File: src/sv/abrp_pkg.sv
package abrp_pkg;

    // Field and internal widths.
    localparam int MV_W    = 20;
    localparam int PCT_W   = 7;
    localparam int INT_W   = 20;
    localparam int FRAC_W  = 14;
    localparam int FCNT_W  = 3;
    localparam int WIN_W   = 56;
    localparam int TAG_W   = 3;
    localparam int VOLT_W  = 17;
    localparam int DIFF_W  = 11;

    localparam logic [MV_W-1:0]   MV_MAX      = 20'd1048575;
    localparam logic [TAG_W-1:0]  TAG_LEN     = 3'd5;
    localparam logic [FCNT_W-1:0] FRAC_KEEP   = 3'd4;
    localparam logic [INT_W-1:0]  VOLT_LIMIT  = 20'd100;
    localparam logic [MV_W-1:0]   MV_EMPTY    = 20'd3000;
    localparam logic [MV_W-1:0]   MV_FULL     = 20'd4200;
    localparam logic [PCT_W-1:0]  PCT_FULL    = 7'd100;
    localparam logic [FRAC_W-1:0] HALF_MV     = 14'd5000;

    // Reciprocal constants: x*RECIP_10 >> 19 is x/10 for x below 2^16,
    // and x*RECIP_12 >> 15 is x/12 for x below 1200.
    localparam logic [15:0] RECIP_10 = 16'd52429;
    localparam logic [11:0] RECIP_12 = 12'd2731;

    // Terminators, newest byte in the low byte.
    localparam logic [31:0]      TERM_OK    = 32'h4F4B0D0A;
    localparam logic [WIN_W-1:0] TERM_ERROR = 56'h4552524F520D0A;

    // Characters the parser reacts to.
    localparam logic [7:0] CH_PLUS  = 8'h2B;
    localparam logic [7:0] CH_COMMA = 8'h2C;
    localparam logic [7:0] CH_POINT = 8'h2E;
    localparam logic [7:0] CH_CR    = 8'h0D;
    localparam logic [7:0] CH_LF    = 8'h0A;
    localparam logic [7:0] CH_SPACE = 8'h20;
    localparam logic [7:0] CH_TAB   = 8'h09;
    localparam logic [7:0] CH_VT    = 8'h0B;
    localparam logic [7:0] CH_FF    = 8'h0C;
    localparam logic [7:0] CH_UPV   = 8'h56;
    localparam logic [7:0] CH_LOWV  = 8'h76;
    localparam logic [7:0] CH_ZERO  = 8'h30;
    localparam logic [7:0] CH_NINE  = 8'h39;

    typedef enum logic [1:0] {
        ST_OK_VOLT = 2'd0,
        ST_OK_NONE = 2'd1,
        ST_ERROR   = 2'd2,
        ST_TIMEOUT = 2'd3
    } status_t;

    typedef enum logic [2:0] {
        LP_SEARCH = 3'b001,
        LP_LINE   = 3'b010,
        LP_DONE   = 3'b100
    } line_phase_t;

    typedef enum logic [3:0] {
        FP_LEAD = 4'b0001,
        FP_INT  = 4'b0010,
        FP_FRAC = 4'b0100,
        FP_STOP = 4'b1000
    } field_phase_t;

    // Characters of the battery report tag, in order.
    function automatic logic [7:0] tag_char(input logic [TAG_W-1:0] idx);
        logic [7:0] ch;
        case (idx)
            3'd0:    ch = 8'h2B;
            3'd1:    ch = 8'h43;
            3'd2:    ch = 8'h42;
            3'd3:    ch = 8'h43;
            default: ch = 8'h3A;
        endcase
        return ch;
    endfunction

    // Scale that brings the kept fraction digits to four digits.
    function automatic logic [9:0] frac_scale(input logic [FCNT_W-1:0] cnt);
        logic [9:0] s;
        case (cnt)
            3'd2:    s = 10'd100;
            3'd3:    s = 10'd10;
            3'd4:    s = 10'd1;
            default: s = 10'd1000;
        endcase
        return s;
    endfunction

endpackage

File: src/sv/at_battery_response_parser_top.sv
// Battery report reply parser. Items carry either a reply byte (action 0) or a
// reply timeout (action 1); one item is taken every clock cycle while out_stall
// is low, and the next item is taken even while a result waits at the output.
// A result passes, after its item is accepted, through the input register,
// the per-byte parse stage (the update of the tag matcher, the seven-byte
// terminator window and the number parser, which is what fixes the
// one-item-per-cycle rate), a fraction scaling stage, a rounding stage and the
// output register. Exactly one result follows each "OK\r\n", "ERROR\r\n" or
// timeout, after which all parse state is back to its reset value; other items
// give no result. Stages that hold no result close up, so a stalled output
// backs up through the pipeline before in_stall rises.
module at_battery_response_parser_top (
    input  logic                              clk,
    input  logic                              rst_n,
    input  logic                              in_valid,
    output logic                              in_stall,
    input  logic                              action,
    input  logic [7:0]                        data_byte,
    output logic                              out_valid,
    input  logic                              out_stall,
    output abrp_pkg::status_t                 status,
    output logic [abrp_pkg::MV_W-1:0]         millivolts,
    output logic [abrp_pkg::PCT_W-1:0]        percent
);
    import abrp_pkg::*;

    // Pipeline control.
    logic s0_valid_reg, s1_valid_reg, s2_valid_reg, s3_valid_reg, out_valid_reg;
    logic s0_ready, s1_ready, s2_ready, s3_ready, s4_ready;
    logic s0_go, s0_emits;

    // Input register.
    logic       s0_action_reg;
    logic [7:0] s0_byte_reg;

    // Parse state.
    logic [WIN_W-1:0]  recent_reg, recent_next;
    logic [TAG_W-1:0]  tag_idx_reg, tag_idx_next, tag_try;
    line_phase_t       line_phase_reg, line_phase_next;
    field_phase_t      field_phase_reg, field_phase_next;
    logic [INT_W-1:0]  int_reg, int_next;
    logic [FRAC_W-1:0] frac_reg, frac_next;
    logic [FCNT_W-1:0] fcnt_reg, fcnt_next;
    logic              seen_reg, seen_next;

    // Byte decode.
    logic       is_digit, is_space, is_vee, ok_hit, err_hit;
    logic [3:0] digit;
    logic [INT_W+3:0]  int_acc;
    logic [FRAC_W+3:0] frac_acc;
    status_t           s0_status;

    // Stage 1: snapshot of the finished reply.
    status_t           s1_status_reg;
    logic              s1_report_reg;
    logic [INT_W-1:0]  s1_int_reg;
    logic [FRAC_W-1:0] s1_frac_reg;
    logic [FCNT_W-1:0] s1_fcnt_reg;

    // Stage 2: four-digit fraction and whole volts in millivolts.
    status_t           s2_status_reg;
    logic              s2_report_reg, s2_small_reg, s2_small_next;
    logic [INT_W-1:0]  s2_int_reg;
    logic [FRAC_W-1:0] s2_f4_reg, s2_f4_next;
    logic [VOLT_W-1:0] s2_volt_reg, s2_volt_next;
    logic [FRAC_W+9:0] f4_prod;

    // Stage 3: rounded millivolts.
    status_t           s3_status_reg;
    logic              s3_report_reg;
    logic [MV_W-1:0]   s3_mv_reg, s3_mv_next;
    logic [FRAC_W+15:0] round_prod;
    logic [FRAC_W-1:0] round_in;
    logic [VOLT_W-1:0] mv_volt;
    logic [MV_W:0]     mv_big;

    // Output register.
    status_t           status_reg, status_next;
    logic [MV_W-1:0]   mv_reg, mv_next;
    logic [PCT_W-1:0]  pct_reg, pct_next;
    logic [DIFF_W-1:0] pct_diff;
    logic [DIFF_W+11:0] pct_prod;

    // Each stage loads when it is empty or its item moves on.
    assign s4_ready = !out_valid_reg || !out_stall;
    assign s3_ready = !s3_valid_reg || s4_ready;
    assign s2_ready = !s2_valid_reg || s3_ready;
    assign s1_ready = !s1_valid_reg || s2_ready;
    assign s0_go    = s0_valid_reg && (!s0_emits || s1_ready);
    assign s0_ready = !s0_valid_reg || s0_go;
    assign in_stall = !s0_ready;

    // Input register.
    always_ff @(posedge clk or negedge rst_n)
    begin
        if (!rst_n)
        begin
            s0_valid_reg <= 1'b0;
        end
        else if (s0_ready)
        begin
            s0_valid_reg <= in_valid;
        end
    end

    always_ff @(posedge clk)
    begin
        if (s0_ready && in_valid)
        begin
            s0_action_reg <= action;
            s0_byte_reg   <= data_byte;
        end
    end

    // Character classes of the current byte.
    always_comb
    begin
        is_digit = (s0_byte_reg >= CH_ZERO) && (s0_byte_reg <= CH_NINE);
        digit    = s0_byte_reg[3:0];
        is_space = (s0_byte_reg == CH_SPACE) || (s0_byte_reg == CH_TAB) ||
                   (s0_byte_reg == CH_VT) || (s0_byte_reg == CH_FF);
        is_vee   = (s0_byte_reg == CH_UPV) || (s0_byte_reg == CH_LOWV);
        int_acc  = {1'b0, int_reg, 3'b000} + {3'b000, int_reg, 1'b0} + {20'd0, digit};
        frac_acc = {1'b0, frac_reg, 3'b000} + {3'b000, frac_reg, 1'b0} + {14'd0, digit};
        recent_next = {recent_reg[WIN_W-9:0], s0_byte_reg};
        ok_hit   = (recent_next[31:0] == TERM_OK);
        err_hit  = (recent_next == TERM_ERROR);
        s0_emits = s0_action_reg || ok_hit || err_hit;
        if (s0_action_reg)
        begin
            s0_status = ST_TIMEOUT;
        end
        else if (ok_hit)
        begin
            s0_status = ST_OK_NONE;
        end
        else
        begin
            s0_status = ST_ERROR;
        end
    end

    // Tag matcher, line tracking and number parser for one byte.
    always_comb
    begin
        tag_idx_next     = tag_idx_reg;
        line_phase_next  = line_phase_reg;
        field_phase_next = field_phase_reg;
        int_next         = int_reg;
        frac_next        = frac_reg;
        fcnt_next        = fcnt_reg;
        seen_next        = seen_reg;
        tag_try          = '0;
        case (line_phase_reg)
            LP_SEARCH:
            begin
                if (s0_byte_reg == tag_char(tag_idx_reg))
                begin
                    tag_try = tag_idx_reg + 3'd1;
                end
                else
                begin
                    tag_try = (s0_byte_reg == CH_PLUS) ? 3'd1 : 3'd0;
                end
                if (tag_try == TAG_LEN)
                begin
                    line_phase_next  = LP_LINE;
                    tag_idx_next     = '0;
                    field_phase_next = FP_LEAD;
                    int_next         = '0;
                    frac_next        = '0;
                    fcnt_next        = '0;
                    seen_next        = 1'b0;
                end
                else
                begin
                    tag_idx_next = tag_try;
                end
            end
            LP_LINE:
            begin
                if ((s0_byte_reg == CH_CR) || (s0_byte_reg == CH_LF))
                begin
                    line_phase_next = LP_DONE;
                end
                else if (s0_byte_reg == CH_COMMA)
                begin
                    // A comma opens a new field, so only the last one counts.
                    field_phase_next = FP_LEAD;
                    int_next         = '0;
                    frac_next        = '0;
                    fcnt_next        = '0;
                    seen_next        = 1'b0;
                end
                else if (!is_vee)
                begin
                    case (field_phase_reg)
                        FP_LEAD, FP_INT:
                        begin
                            if (is_digit)
                            begin
                                field_phase_next = FP_INT;
                                seen_next        = 1'b1;
                                if (int_acc > {4'd0, MV_MAX})
                                begin
                                    int_next = MV_MAX;
                                end
                                else
                                begin
                                    int_next = int_acc[INT_W-1:0];
                                end
                            end
                            else if (s0_byte_reg == CH_POINT)
                            begin
                                field_phase_next = FP_FRAC;
                            end
                            else if (!(is_space && (field_phase_reg == FP_LEAD)))
                            begin
                                field_phase_next = FP_STOP;
                            end
                        end
                        FP_FRAC:
                        begin
                            if (is_digit)
                            begin
                                seen_next = 1'b1;
                                // Digits past the fourth are read but not kept.
                                if (fcnt_reg < FRAC_KEEP)
                                begin
                                    frac_next = frac_acc[FRAC_W-1:0];
                                    fcnt_next = fcnt_reg + 3'd1;
                                end
                            end
                            else
                            begin
                                field_phase_next = FP_STOP;
                            end
                        end
                        default:
                        begin
                        end
                    endcase
                end
            end
            default:
            begin
            end
        endcase
    end

    // Parse state: a result clears everything back to the reset values.
    always_ff @(posedge clk or negedge rst_n)
    begin
        if (!rst_n)
        begin
            recent_reg      <= '0;
            tag_idx_reg     <= '0;
            line_phase_reg  <= LP_SEARCH;
            field_phase_reg <= FP_LEAD;
            int_reg         <= '0;
            frac_reg        <= '0;
            fcnt_reg        <= '0;
            seen_reg        <= 1'b0;
        end
        else if (s0_go)
        begin
            if (s0_emits)
            begin
                recent_reg      <= '0;
                tag_idx_reg     <= '0;
                line_phase_reg  <= LP_SEARCH;
                field_phase_reg <= FP_LEAD;
                int_reg         <= '0;
                frac_reg        <= '0;
                fcnt_reg        <= '0;
                seen_reg        <= 1'b0;
            end
            else
            begin
                recent_reg      <= recent_next;
                tag_idx_reg     <= tag_idx_next;
                line_phase_reg  <= line_phase_next;
                field_phase_reg <= field_phase_next;
                int_reg         <= int_next;
                frac_reg        <= frac_next;
                fcnt_reg        <= fcnt_next;
                seen_reg        <= seen_next;
            end
        end
    end

    // Stage 2 and 3 arithmetic.
    always_comb
    begin
        f4_prod       = {10'd0, s1_frac_reg} * {14'd0, frac_scale(s1_fcnt_reg)};
        s2_f4_next    = f4_prod[FRAC_W-1:0];
        s2_volt_next  = {10'd0, s1_int_reg[6:0]} * 17'd1000;
        s2_small_next = (s1_int_reg < VOLT_LIMIT);

        // Round half up to whole millivolts.
        round_in   = s2_f4_reg + 14'd5;
        round_prod = {16'd0, round_in} * {14'd0, RECIP_10};
        mv_volt    = s2_volt_reg + {6'd0, round_prod[FRAC_W+15:19]};
        mv_big     = {1'b0, s2_int_reg} + {20'd0, (s2_f4_reg >= HALF_MV)};
        if (s2_small_reg)
        begin
            s3_mv_next = {3'd0, mv_volt};
        end
        else if (mv_big[MV_W])
        begin
            s3_mv_next = MV_MAX;
        end
        else
        begin
            s3_mv_next = mv_big[MV_W-1:0];
        end
    end

    // Final status and linear charge estimate.
    always_comb
    begin
        pct_diff    = s3_mv_reg[DIFF_W-1:0] - MV_EMPTY[DIFF_W-1:0];
        pct_prod    = {12'd0, pct_diff} * {11'd0, RECIP_12};
        status_next = s3_status_reg;
        mv_next     = '0;
        pct_next    = '0;
        if ((s3_status_reg == ST_OK_NONE) && s3_report_reg && (s3_mv_reg != '0))
        begin
            status_next = ST_OK_VOLT;
            mv_next     = s3_mv_reg;
            if (s3_mv_reg >= MV_FULL)
            begin
                pct_next = PCT_FULL;
            end
            else if (s3_mv_reg > MV_EMPTY)
            begin
                pct_next = pct_prod[PCT_W+14:15];
            end
        end
    end

    // Stage valid bits.
    always_ff @(posedge clk or negedge rst_n)
    begin
        if (!rst_n)
        begin
            s1_valid_reg  <= 1'b0;
            s2_valid_reg  <= 1'b0;
            s3_valid_reg  <= 1'b0;
            out_valid_reg <= 1'b0;
        end
        else
        begin
            if (s1_ready)
            begin
                s1_valid_reg <= s0_go && s0_emits;
            end
            if (s2_ready)
            begin
                s2_valid_reg <= s1_valid_reg;
            end
            if (s3_ready)
            begin
                s3_valid_reg <= s2_valid_reg;
            end
            if (s4_ready)
            begin
                out_valid_reg <= s3_valid_reg;
            end
        end
    end

    // Stage payloads.
    always_ff @(posedge clk)
    begin
        if (s1_ready && s0_go && s0_emits)
        begin
            s1_status_reg <= s0_status;
            s1_report_reg <= (line_phase_next != LP_SEARCH) && seen_next;
            s1_int_reg    <= int_next;
            s1_frac_reg   <= frac_next;
            s1_fcnt_reg   <= fcnt_next;
        end
        if (s2_ready && s1_valid_reg)
        begin
            s2_status_reg <= s1_status_reg;
            s2_report_reg <= s1_report_reg;
            s2_int_reg    <= s1_int_reg;
            s2_f4_reg     <= s2_f4_next;
            s2_volt_reg   <= s2_volt_next;
            s2_small_reg  <= s2_small_next;
        end
        if (s3_ready && s2_valid_reg)
        begin
            s3_status_reg <= s2_status_reg;
            s3_report_reg <= s2_report_reg;
            s3_mv_reg     <= s3_mv_next;
        end
        if (s4_ready && s3_valid_reg)
        begin
            status_reg <= status_next;
            mv_reg     <= mv_next;
            pct_reg    <= pct_next;
        end
    end

    assign out_valid  = out_valid_reg;
    assign status     = status_reg;
    assign millivolts = mv_reg;
    assign percent    = pct_reg;

`ifndef ASSERT_OFF
    // Only a voltage report carries a value.
    assert property (@(posedge clk) disable iff (!rst_n)
        out_valid && (status != ST_OK_VOLT) |-> (millivolts == '0) && (percent == '0))
    else $error("value fields set without a voltage report");

    // A voltage report is never zero and the estimate stays in range.
    assert property (@(posedge clk) disable iff (!rst_n)
        out_valid && (status == ST_OK_VOLT) |-> (millivolts != '0) && (percent <= PCT_FULL))
    else $error("voltage report out of range");

    // A finished reply leaves the parser in its reset state.
    assert property (@(posedge clk) disable iff (!rst_n)
        s0_go && s0_emits |=> (recent_reg == '0) && (tag_idx_reg == '0) &&
            (line_phase_reg == LP_SEARCH) && (seen_reg == 1'b0))
    else $error("parse state not cleared after a result");

    // The tag matcher never reaches the full tag length while searching.
    assert property (@(posedge clk) disable iff (!rst_n)
        tag_idx_reg < TAG_LEN)
    else $error("tag match index out of range");

    // Kept fraction digits stay within four digits.
    assert property (@(posedge clk) disable iff (!rst_n)
        (fcnt_reg <= FRAC_KEEP) && (frac_reg < 14'd10000))
    else $error("fraction digits overflow");
`endif

endmodule

File: config.mk
export PLATFORM = sky130hd
export DESIGN_NAME = at_battery_response_parser_top
export DESIGN_NICKNAME = d
export VERILOG_FILES = /design/src/sv/abrp_pkg.sv /design/src/sv/at_battery_response_parser_top.sv
export SDC_FILE = /design/constraint.sdc
export NUM_CORES = 1
export LEC_CHECK = 0
export BUFFER_PORTS_ARGS = -buffer_cell sky130_fd_sc_hd__buf_2
export CORE_UTILIZATION = 52
export CTS_BUF_LIST = sky130_fd_sc_hd__clkbuf_16
export DETAILED_ROUTE_END_ITERATION = 6
export GPL_ROUTABILITY_DRIVEN = 0
export PLACE_DENSITY = 0.74
export SYNTH_ARGS = -nofsm -noshare
export SYNTH_HDL_FRONTEND = slang
export SYNTH_SLANG_ARGS = --single-unit
File: constraint.sdc
create_clock -name clk -period 10.49 [get_ports clk]
set_clock_uncertainty 0.15 [all_clocks]
set_input_delay 1.049 -clock clk [delete_from_list [all_inputs] [get_ports clk]]
set_output_delay 1.049 -clock clk [all_outputs]
set_load 0.03 [all_outputs]
# Word level (Yosys, flattened, before mapping)
# Cells that the tools add are included.
word_totals:
  ff_bits: 254
  output_inout_bits: 31
  wordCells: 201
op_classes:
  add_sub_neg: 10
  n_mul: 4
  n_lt_le_gt_ge: 8
  n_eq_ne: 34
  n_mux: 65
  bitwise_logic: 2
  reduce_logical: 44
op_table:
  columns: ["operator", "n"]
  rows:
  - ["20-bit two-way mux", 9]
  - ["14-bit two-way mux", 8]
  - ["56-bit by 55-bit equality test with 1-bit output, second input constant", 1]
  - ["3-bit two-way mux", 16]
  - ["48-bit two-way mux", 1]
  - ["8-bit by 4-bit equality test with 1-bit output, second input constant", 5]
  - ["20-bit one-hot mux with 2 select lines", 1]
  - ["4-bit two-way mux", 9]
  - ["32-bit by 31-bit equality test with 1-bit output, second input constant", 1]
  - ["8-bit by 6-bit equality test with 1-bit output, second input constant", 4]
  - ["14-bit by 16-bit multiplier with 30-bit output, second input constant", 1]
  - ["10-bit one-hot mux with 3 select lines", 1]
  - ["14-bit one-hot mux with 2 select lines", 1]
  - ["23-bit by 21-bit adder with 24-bit output", 1]
  - ["24-bit by 4-bit adder with 24-bit output", 1]
  - ["24-bit by 20-bit > comparator with 1-bit output, second input constant", 1]
  - ["11-bit by 12-bit multiplier with 22-bit output, second input constant", 1]
  - ["20-bit by 1-bit adder with 21-bit output", 1]
  - ["7-bit one-hot mux with 3 select lines", 1]
  - ["20-bit by 13-bit greater-or-equal comparator with 1-bit output, second input constant", 1]
  - ["20-bit by 12-bit > comparator with 1-bit output, second input constant", 1]
  - ["20-bit by 7-bit less-than comparator with 1-bit output, second input constant", 1]
  - ["20-bit nonzero test", 1]
  - ["17-bit by 11-bit adder with 17-bit output", 1]
  - ["other kinds (45)", 98]

# Logic depth before layout (Yosys ltp)
logic_depth:
  depth_word: 14
  depth_mapped: 37

# Worst setup path after synthesis
# OpenSTA, ideal clock, no wires.
synth_path:
  path_kind: "flip-flop to flip-flop"
  from: "reg s2_f4_reg[0]"
  to: "reg s3_mv_reg[15], data pin"
  setup_ns: 0.270
  arrival_ns: 7.953
  required_ns: 10.070
  path_slack_ns: 2.117
  stages_incl_launch_ff: 36
  n_path_buf: 0
  synth_period_minus_slack_ns: 8.373
  path_cell_list: "edfxtp_1 > ha_1 > o2111ai_1 > nor2_1 > nand2_1 > xor2_1 > inv_1 > ha_1 > fa_1 > inv_1 > fa_1 > fa_1 > inv_1 > fa_1 > inv_1 > fa_1 > inv_1 > ha_1 > a21o_1 > a221o_1 > a22o_1 > a21oi_1 > nand2b_1 > a21oi_1 > xnor2_1 > inv_1 > fa_1 > nor2b_1 > o21ai_0 > a21boi_0 > o21ai_0 > a21boi_0 > o21ai_0 > a21oi_1 > xnor2_1 > a21oi_1"
synth_via:
  elab_chain_len: 4
  word_cells_on_any_way: 7
  classes_between: "add/sub: 3; mul: 1; order compare: 1; mux: 2"
synth_lines:
  columns: ["element", "line", "text"]
  rows:
  - ["start: declaration", "at_battery_response_parser_top.sv:64", "logic [FRAC_W-1:0] s2_f4_reg, s2_f4_next;"]
  - ["start signal: assignment", "at_battery_response_parser_top.sv:389", "s2_f4_reg <= s2_f4_next;"]
  - ["14-bit by 3-bit adder with 14-bit output / 14-bit by 13-bit greater-or-equal comparator with 1-bit output (equally long branches)", "at_battery_response_parser_top.sv:301, at_battery_response_parser_top.sv:304", null]
  - ["14-bit by 16-bit multiplier with 30-bit output / 20-bit by 1-bit adder with 21-bit output (equally long branches)", "at_battery_response_parser_top.sv:302, at_battery_response_parser_top.sv:304", null]
  - ["17-bit by 11-bit adder with 17-bit output / 20-bit two-way mux (equally long branches)", "at_battery_response_parser_top.sv:303, at_battery_response_parser_top.sv:309", null]
  - ["17-bit two-way mux (*)", "at_battery_response_parser_top.sv:305", "if (s2_small_reg)"]
  - ["net s3_mv_next[15]", "at_battery_response_parser_top.sv:71", "logic [MV_W-1:0] s3_mv_reg, s3_mv_next;"]
  - ["end signal: assignment", "at_battery_response_parser_top.sv:397", "s3_mv_reg <= s3_mv_next;"]
  - ["end: declaration", "at_battery_response_parser_top.sv:71", null]
# Mark *: on every way through the listed nets, which the timed path passes. The rest lies on a longest branch.
# A chain may end at the register's enable or synchronous reset.

# Final worst setup path
layout_path:
  from: "reg s2_f4_reg[0]"
  to: "reg s3_mv_reg[16], data pin"
# Same word-level chain as after synthesis.

==> results.tsv <==
metric	value	unit
Hold WS	0.2530	ns
WP data arrival	9.63	ns
Root Buffer	clkbuf_16	
max reg flops	48	
Reg2Reg Depth	34	
type of the worst setup path	reg2reg	
met2 GRT Util	36.47	%
run status	finished, violations left	
FMAX	0.1051	GHz
Setup crit end kind	flop	
PortBufs	43	
FF-to-FF Start	s2_f4_reg[0]$_DFFE_PP_	
crit-path max FO	8	
max-cap viol count	0	
Final Setup Violations	0	
die height	206.7	um
Vias/cell	5.707	
mapped cell area	0.02179	mm^2
commonest cells after routing, fill and taps aside	ha_1 (320), inv_1 (285), fa_1 (154), edfxtp_1 (151), nand2_1 (145)	
I/O Pins	44	
H-tree level count	1	
GR Overflow Total	0	
CTS Buf Count	29	
Rel. slew slack	24.50	%
first-pass GRT wire length	73930	um
synth warn	0	
Crit path largest cell delay	0.62	ns
Slew Viols, Final	0	
Synth area leader	edfxtp_1	
Critical Path RT	10.61	ns
post-CTS setup buffer count	0	
initial antenna violation count	1	
FP Rows	74	
Nets	2579	
met1 usage in global routing	28.41	%
core footprint	0.04111	mm^2
period utilisation layout	90.67	%
gr usage total	21.20	%
hpwl dp	34350	um
Yosys cell types	73	
clock insertion delay at the later pin of the skew report	0.57	ns
Die ar.	0.04272	mm^2
Die W	206.7	um
HP Class	in2async	
clk sinks	252	
number of gates resized after cts	0	
CP Launch Type	flop	
CP max stage cell	edfxtp_1	
Reg-to-Reg End	s3_mv_reg[16]$_DFFE_PP_	
Place WS	1.134	ns
Gate Count Post-Synth	2055	
gr busiest metal	met2	
wire per inst	16.56	um
drc violations	4	
Synth Flop Type	edfxtp_1	
Antenna Nets Post-Route	0	
diodes inserted	0	
top-area cell type share of the netlist area	20.81	%
cts hold-fix bufs	0	
Post-Syn Area per Cell	10.60	um^2
top cells by area, synth	edfxtp_1 (21%), ha_1 (18%), fa_1 (14%)	
drt pass-1 iters	7	
Seq/Total Area, Yosys	32.42	%
min Tclk post-route	9.512	ns
DRT iter0 DRCs	1047	
DR vias	15107	
Fillers	3432	
Synth Register Bits	252	
Setup crit start	s2_f4_reg[0]$_DFFE_PP_	
maximum clock path buffer count	3	
Fin. Hold Viols	0	
final WL	43850	um
setup slack after layout	0.9784	ns
unrepaired setup endpoints after global routing	false	
area added between synthesis and finish	7.822	%
number of global-route vias before repair	15304	
ys async rst share	40.08	%
EDFF count, synth	151	
met3 Resource Use GR	2.465	%
failing checks	DRC	
largest net degree at the start of global routing	72	
worst slew pin tran	1.132	ns
TritonCTS clock tree	done	
Initial Utilization	53.00	%
syn nets	2542	
r2r setup slk	0.98	ns
commonest non-fill, non-tap cell in the layout	ha_1	
setup_tns	0	ns
Worst-path clk slew	0.06	ns
Finished Core Util	57.14	%
share of post-route cells with drive strength above 1	6.005	%
[Yosys cell counts, types with 17 or more instances]
master and count:
nor3_1 32, a22o_1 87, edfxtp_1 151, and2_1 59, a21o_1 32, clkbuf_1 35, o21ai_0 75, nor2b_1 17
nor2_1 80, fa_1 154, nand2_1 145, o21bai_1 19, xor2_1 34, ha_1 320, a21oi_1 80, xnor2_1 88
nand3_1 21, dfrtp_1 99, inv_1 282
[cell type report]
class | count | area [um^2] | share of cell area, %
Multi-Input combinational cell | 1476 | 13510 | 57.50
Sequential cell | 252 | 7064 | 30.07
Inverter | 282 | 1059 | 4.506
Clock buffer | 29 | 725.7 | 3.089
Tap cell | 532 | 665.6 | 2.834
Timing Repair Buffer | 51 | 277.8 | 1.182
Clock inverter | 25 | 192.7 | 0.8202
[layer usage]
| layer | vias up | share of wire (%) |
|---|---|---|
| li1 | 7273 | - |
| met5 | - | 0.030 |
| met2 | 331 | 49 |
| met3 | 72 | 4.1 |
| met1 | 7429 | 45 |
| met4 | 2 | 2.3 |
[critical path: cells and delay by family (launching register included)]
family | cells | cell delay (ns)
AO/OA/AOI/OAI | 13 | 3.07
XOR/XNOR | 4 | 0.87
AND/OR/NAND/NOR | 4 | 0.50
adder cells (fa/ha/maj) | 8 | 3.57
buffers and inverters | 5 | 0.43
flip-flops | 1 | 0.62
[worst max path at each step]
stage | to | depth (start not counted) | slack [ns]
3_5_place_dp | s3_mv_reg[16]$_DFFE_PP_ | 34 | 1.13
2_1_floorplan | s3_mv_reg[15]$_DFFE_PP_ | 35 | 2.12
5_1_grt | s3_mv_reg[15]$_DFFE_PP_ | 35 | 0.38
4_1_cts | s3_mv_reg[16]$_DFFE_PP_ | 34 | 1.04
3_3_place_gp | s3_mv_reg[16]$_DFFE_PP_ | 34 | 1.45
6_report | s3_mv_reg[16]$_DFFE_PP_ | 34 | 0.98
[per-stage QoR]
stage	std cells	cell area, um^2
final	2647	23490
after global routing	2647	23490
after CTS	2647	23490
after detailed placement	2593	22570
after global placement	2593	22570
after floorplan	2055	21790
[kinds of logic (layout without fill, tap and decap cells)]
group	Yosys count	after routing	synth area share, %
XOR/XNOR	122	122	4.904
buffers and inverters	327	387	5.760
AO/OA/AOI/OAI	410	410	13.13
multiplexers	10	10	0.4881
adder cells (fa/ha/maj)	474	474	32.53
AND/OR/NAND/NOR	460	460	10.76
flip-flops	252	252	32.42
Power is left out: the tool's default activity adds up to more than one toggle a clock period on the data nets, which glitch-free logic cannot reach.
